### src/ecfm_pkg.sv
`default_nettype none
// ----------------------------------------------------------------------------
// ecfm_pkg
// Shared constants, widths and the arctangent table for the equirectangular
// cube-face coordinate map.
// ----------------------------------------------------------------------------
package ecfm_pkg;

	localparam int MAX_DIMENSION_DEF = 4096;
	localparam int FRAC_BITS_DEF     = 8;
	localparam int CORDIC_STEPS_DEF  = 16;

	localparam int TAB_LEN  = 24;
	localparam int IN_SCALE = 16;
	localparam int ZW       = 32;
	localparam int X1W      = 32;
	localparam int X2W      = 44;

	localparam logic [29:0] KINV_Q30 = 30'd652032874;

	localparam int FACE_W = 11;
	localparam int SRC_W  = 13;
	localparam int IDX_W  = 10;
	localparam int OUT_W  = 20;
	localparam int CFG_IW = 2;

	localparam logic [CFG_IW-1:0] CFG_FACE_WIDTH    = 2'd0;
	localparam logic [CFG_IW-1:0] CFG_FACE_HEIGHT   = 2'd1;
	localparam logic [CFG_IW-1:0] CFG_SOURCE_WIDTH  = 2'd2;
	localparam logic [CFG_IW-1:0] CFG_SOURCE_HEIGHT = 2'd3;

	// atan(2^-i) in units of pi * 2^-30
	function automatic logic [ZW-1:0] atan_entry(input int i);
		logic [ZW-1:0] r;
		case (i)
			0: r = 32'd268435456;
			1: r = 32'd158466703;
			2: r = 32'd83729454;
			3: r = 32'd42502378;
			4: r = 32'd21333666;
			5: r = 32'd10677233;
			6: r = 32'd5339919;
			7: r = 32'd2670123;
			8: r = 32'd1335082;
			9: r = 32'd667543;
			10: r = 32'd333772;
			11: r = 32'd166886;
			12: r = 32'd83443;
			13: r = 32'd41722;
			14: r = 32'd20861;
			15: r = 32'd10430;
			16: r = 32'd5215;
			17: r = 32'd2608;
			18: r = 32'd1304;
			19: r = 32'd652;
			20: r = 32'd326;
			21: r = 32'd163;
			22: r = 32'd81;
			23: r = 32'd41;
			default: r = '0;
		endcase
		return r;
	endfunction

endpackage
`default_nettype wire

### src/ecfm_cordic_cell.sv
`default_nettype none
// ----------------------------------------------------------------------------
// ecfm_cordic_cell
// One vectoring CORDIC iteration, registered, with a pass-along payload.
// ----------------------------------------------------------------------------
module ecfm_cordic_cell
	import ecfm_pkg::*;
#(
	parameter int XW   = 32,
	parameter int PW   = 8,
	parameter int STEP = 0
) (
	input  wire logic                 clk,
	input  wire logic                 arst_n,
	input  wire logic                 en,
	input  wire logic                 prev_valid,
	input  wire logic signed [XW-1:0] prev_x,
	input  wire logic signed [XW-1:0] prev_y,
	input  wire logic signed [ZW-1:0] prev_z,
	input  wire logic [PW-1:0]        prev_pay,
	output logic                      next_valid,
	output logic signed [XW-1:0]      next_x,
	output logic signed [XW-1:0]      next_y,
	output logic signed [ZW-1:0]      next_z,
	output logic [PW-1:0]             next_pay
);

	localparam logic signed [ZW-1:0] ATAN = atan_entry(STEP);

	logic signed [XW-1:0] xs, ys;

	assign xs = prev_x >>> STEP;
	assign ys = prev_y >>> STEP;

	always_ff @(posedge clk or negedge arst_n) begin
		if (!arst_n) begin
			next_valid <= 1'b0;
		end else if (en) begin
			next_valid <= prev_valid;
		end
	end

	always_ff @(posedge clk) begin
		if (en) begin
			next_pay <= prev_pay;
			if (!prev_y[XW-1]) begin
				next_x <= prev_x + ys;
				next_y <= prev_y - xs;
				next_z <= prev_z + ATAN;
			end else begin
				next_x <= prev_x - ys;
				next_y <= prev_y + xs;
				next_z <= prev_z - ATAN;
			end
		end
	end

endmodule
`default_nettype wire

### config.mk
export PLATFORM = sky130hd
export DESIGN_NAME = ecfm_cordic_cell
export DESIGN_NICKNAME = d
export VERILOG_FILES = /design/src/ecfm_pkg.sv /design/src/ecfm_cordic_cell.sv
export SDC_FILE = /design/constraint.sdc
export NUM_CORES = 1
export LEC_CHECK = 0
export BUFFER_PORTS_ARGS = -buffer_cell sky130_fd_sc_hd__buf_2
export CELL_PAD_IN_SITES_DETAIL_PLACEMENT = 1
export CELL_PAD_IN_SITES_GLOBAL_PLACEMENT = 1
export CORE_MARGIN = 10
export CORE_UTILIZATION = 44
export CTS_CLUSTER_DIAMETER = 120
export DETAILED_ROUTE_END_ITERATION = 7
export PLACE_DENSITY = 0.93
export SLEW_MARGIN = 0
export SYNTH_ARGS = -nofsm -noshare
export SYNTH_HDL_FRONTEND = slang
export SYNTH_SLANG_ARGS = --single-unit
### constraint.sdc
create_clock -name clk -period 1.3 [get_ports clk]
set_input_delay 0.325 -clock clk [delete_from_list [all_inputs] [get_ports clk]]
set_output_delay 0.325 -clock clk [all_outputs]
set_load 0.02 [all_outputs]
==> flow_summary.toml, run 1 <==
[status]
status = "aborted with a tool error"
stop_stage = "clock tree synthesis (4_1_cts)"
tool.error = "[ERROR DPL-0033] detailed placement checks failed during check placement."

[synth]
synth_enable_flop_cells = 103
muxShareOfSynthArea_pct = 2.73
ys.flop_type = "edfxtp_1"
synth_fa_ha_area_share_pct = 15.6
ys_types = 77
ys_ff_latch = 104
netlist.area_leader.share_pct = 35.8
synth_area_leader_cell = "edfxtp_1"
syn_inst = 910
syn_avg_cell_area_um2 = 9.48
synthTopCellsByCount = "103 x edfxtp_1, 103 x ha_1, 102 x a21oi_1"
synthXorXnorAreaFrac_pct = 6.39
synth_top_family_by_area = "compound AO/OA/AOI/OAI gates"
synth_seq_area_share_pct = 36.1
synthSimpleGateAreaFrac_pct = 11.6
synth-async-reset-ratio_pct = 0.962
synth.area.top_cells = "edfxtp_1 36%, ha_1 15%, a21oi_1 5.9%, xnor2_1 5.6%, inv_1 4.4%"
synth_nets = 1124
yosys_warnings = 0
syn_area_um2 = 8630
synth_compound_area_share_pct = 21.0

[placed_design]
io_buffers = 212
place_congestion = 1.01
detailedPlace.worstSlack_ns = -2.05
dp_hpwl_mm = 37.3

[die]
die_w_um = 160
start_util_pct = 44.5
ioPinCount = 213
die_h_um = 160
placementRows = 51

[clocking]
hold_buffers = 1
cts_root_buf = "clkbuf_16"
cts.sinks = 104
postCtsSetupRepairBufs = 64
htreeDepth = 3
cts_buffer_depth = 2
cts_buffers = 9
cts_resized = 402
==> kinds of logic after synthesis <==
family | count (synthesis)
fa+ha+maj | 106
flops | 104
mux | 22
xor+xnor | 63
buf+inv | 142
simple gates | 201
compound gates | 272
==> through the flow <==
step / cells / hold slack, ns / area (um^2) / utilization [%] / setup TNS, ns
after global placement: 1652 / 0.0994 / 12900 / 66.4 / -78.30
after detailed placement: 1652 / 0.109 / 12900 / 66.4 / -90.84
after floorplan: 910 / 0.0294 / 9410 / - / -48.90
==> run 2: changes to the inputs <==
--- a/config.mk
+++ b/config.mk
@@ -6,13 +6,10 @@
 export NUM_CORES = 1
 export LEC_CHECK = 0
 export BUFFER_PORTS_ARGS = -buffer_cell sky130_fd_sc_hd__buf_2
-export CELL_PAD_IN_SITES_DETAIL_PLACEMENT = 1
-export CELL_PAD_IN_SITES_GLOBAL_PLACEMENT = 1
 export CORE_MARGIN = 10
-export CORE_UTILIZATION = 44
-export CTS_CLUSTER_DIAMETER = 120
+export CORE_UTILIZATION = 29
 export DETAILED_ROUTE_END_ITERATION = 7
-export PLACE_DENSITY = 0.93
+export PLACE_DENSITY_LB_ADDON = 0.15
 export SLEW_MARGIN = 0
 export SYNTH_ARGS = -nofsm -noshare
 export SYNTH_HDL_FRONTEND = slang
==> run 2 against run 1 <==
Effect of this change: the flow now finishes, with violations (negative setup slack); synthesized area did not move; synthesized cell count is the same.
==> flow_summary.toml, run 2 <==
[power]
power_density_nw_per_um2 = 931
cellLeakagePower_nw = 6.93
ir_drop_uv = 633

[setup_path]
crit_path_end_kind = "flip-flop"
worstPathMaxFanout = 5
path_cells = "buf_12, inv_8, ha_4, buf_4, nor2b_4, o2111a_2, buf_6, o211ai_1, nand3_2, a21oi_4, o311ai_4, buf_6, a221oi_4, a211oi_2, xor2_1"
path_class = "in2reg"
cp_common_cell = "buf_6"
required_ns = 1.42
cp.arrival_ns = 2.67
critPathSlowestCell = "o2111a_2"
cp.buffers_inverters = 5
slowest_delay_ns = 0.29
startpoint_type = "input pin"
cp_top_family = "compound AO/OA/AOI/OAI gates"

[layout]
final_common_cell = "buf_4"
layout_common_cells = "329 x buf_4, 188 x buf_2, 103 x edfxtp_1"
nets = 1686
syn2layout_area_growth_pct = 78.6
drive_above_1_share_pct = 59.2
top_regs = "next_y x32, next_z x32, next_x x31"
diodes = 0
final_cells = 1867

[synth]
synth_seq_area_share_pct = 36.1
syn_inst = 910
syn_area_um2 = 8630
synth_nets = 1124
ys_ff_latch = 104
synth.area.top_cells = "edfxtp_1 36%, ha_1 15%, a21oi_1 5.9%, xnor2_1 5.6%, inv_1 4.4%"
ys.flop_type = "edfxtp_1"
synth-async-reset-ratio_pct = 0.962
netlist.area_leader.share_pct = 35.8
yosys_warnings = 0
synthTopCellsByCount = "103 x edfxtp_1, 103 x ha_1, 102 x a21oi_1"
ys_types = 77
syn_avg_cell_area_um2 = 9.48
synth_area_leader_cell = "edfxtp_1"
synth_enable_flop_cells = 103

[sta]
period_share_pct = 197
max_freq_mhz = 391
worstMarginPinSlew_ns = 0.473
final-hold-violation-count = 0
post-route-min-period_ns = 2.56
finalMaxSlewViolations = 0
rsz0062_at_grt = "yes"
finalSetupViolCount = 59
whs_ns = 0.134
fin_skew_ns = 0
relSlewSlack_pct = 68.1
worst_slack_ns = -1.26

[grt]
grt_overflow = 0
grt_pass1_vias = 9203
grt_antenna_before_repair = 0
grt_max_degree = 42
grt_pass1_wl_mm = 50.0
grt.total_usage_pct = 17.2

[die]
core_um2 = 29500
start_util_pct = 29.3
dieArea_um2 = 37100
die_h_um = 193
ioPinCount = 213
placementRows = 63
die_w_um = 193

[status]
violations = "negative setup slack"
status = "complete, but fails checks"

[worst_hold_path]
holdCritPathClass = "in2reg"

[route]
drt_iter0_drc = 426
via_count = 8865
dr.pass1.iters = 5
avgRoutedWirePerCell_um = 17.6
ant_nets = 0
avgViaCountPerCell = 4.75
wl_mm = 33.0
drc = 0

[placed_design]
detailedPlace.worstSlack_ns = -1.78
dp_hpwl_mm = 26.5
place_congestion = 0.865
dpl.cell_count = 1803
io_buffers = 212

[clocking]
cts_buffers = 9
clkSlewWorstSetupHoldPaths_ns = 0.07
cts_buffer_depth = 2
cts_tree = "built"
htreeDepth = 3
clkLatencyLatePin_ns = 0.36
cts.sinks = 104
cts_root_buf = "clkbuf_16"

[job]
maxCapViolations = 0
## run 2: cell counts after synthesis
No cell type changed its count.
## run 2: final cells by class
cell class	count	area, um^2
inverters	104	460
clock inverters	5	65.1
flip-flops and latches	104	3120
multi-input cells	664	6730
well taps	390	488
fillers	2733	14100
repair buffers	589	4320
clock buffers	11	233
## run 2: cell families (layout without fill, tap and decap cells)
logic type | Yosys count | after routing | synth area share [%]
compound gates | 272 | 272 | 21.0
simple gates | 201 | 201 | 11.6
buf+inv | 142 | 709 | 6.57
fa+ha+maj | 106 | 106 | 15.6
flops | 104 | 104 | 36.1
xor+xnor | 63 | 63 | 6.39
mux | 22 | 22 | 2.73
## run 2: timing repair
action | 4_1_cts | 5_1_grt
setup buffers | 32 | 27
gates resized for setup | 210 | 114
pin swaps | 121 | 88
hold endpoints to repair | 1 | 0
endpoints found under the setup margin | 62 | 61
hold buffers | 1 | 0
## run 2: where the power goes
| group | internal (mW) | switching, mW | leakage, nW |
|---|---|---|---|
| sequential | 4.29 | 0.107 | 1.02 |
| clock | 1.52 | 1.42 | 0.138 |
| combinational | 3.33 | 3.68 | 5.78 |
| total | 9.14 | 5.21 | 6.93 |
## run 2: metrics by stage
stage / total power [mW] / utilization, % / area, um^2 / TNS (ns)
after global placement: 10.3 / 44.9 / 13200 / -81.47
after detailed placement: 10.3 / 44.9 / 13200 / -82.92
after floorplan: 7.60 / - / 9410 / -48.90
after CTS: 14.0 / 49.8 / 14700 / -50.03
final: 14.3 / 52.3 / 15400 / -51.13
after global routing: 15.1 / 52.3 / 15400 / -55.19
## run 2: final timing paths
kind | startpoint | endpoint | slack, ns | cells after the start
min | prev_z[9] | next_z[9] | 0.13 | 1
min in group asynchronous | arst_n | next_valid | 0.26 | 2
min reg2reg | next_valid | next_valid | 0.51 | 1
max | prev_x[1] | next_y[29] | -1.26 | 15
max in group asynchronous | arst_n | next_valid | 0.96 | 2
max reg2reg | next_valid | next_valid | 0.56 | 1
## run 2: per-layer routing
| layer | global-route usage, % | vias to the layer above | wire length [um] |
|---|---|---|---|
| met5 | 0 | - | 0 |
| met4 | 4.05 | 0 | 488 |
| met3 | 3.20 | 30 | 1970 |
| met2 | 29.3 | 234 | 15800 |
| met1 | 21.9 | 4203 | 14700 |
| li1 | - | 4398 | - |
(Power assumes the default switching activity.)
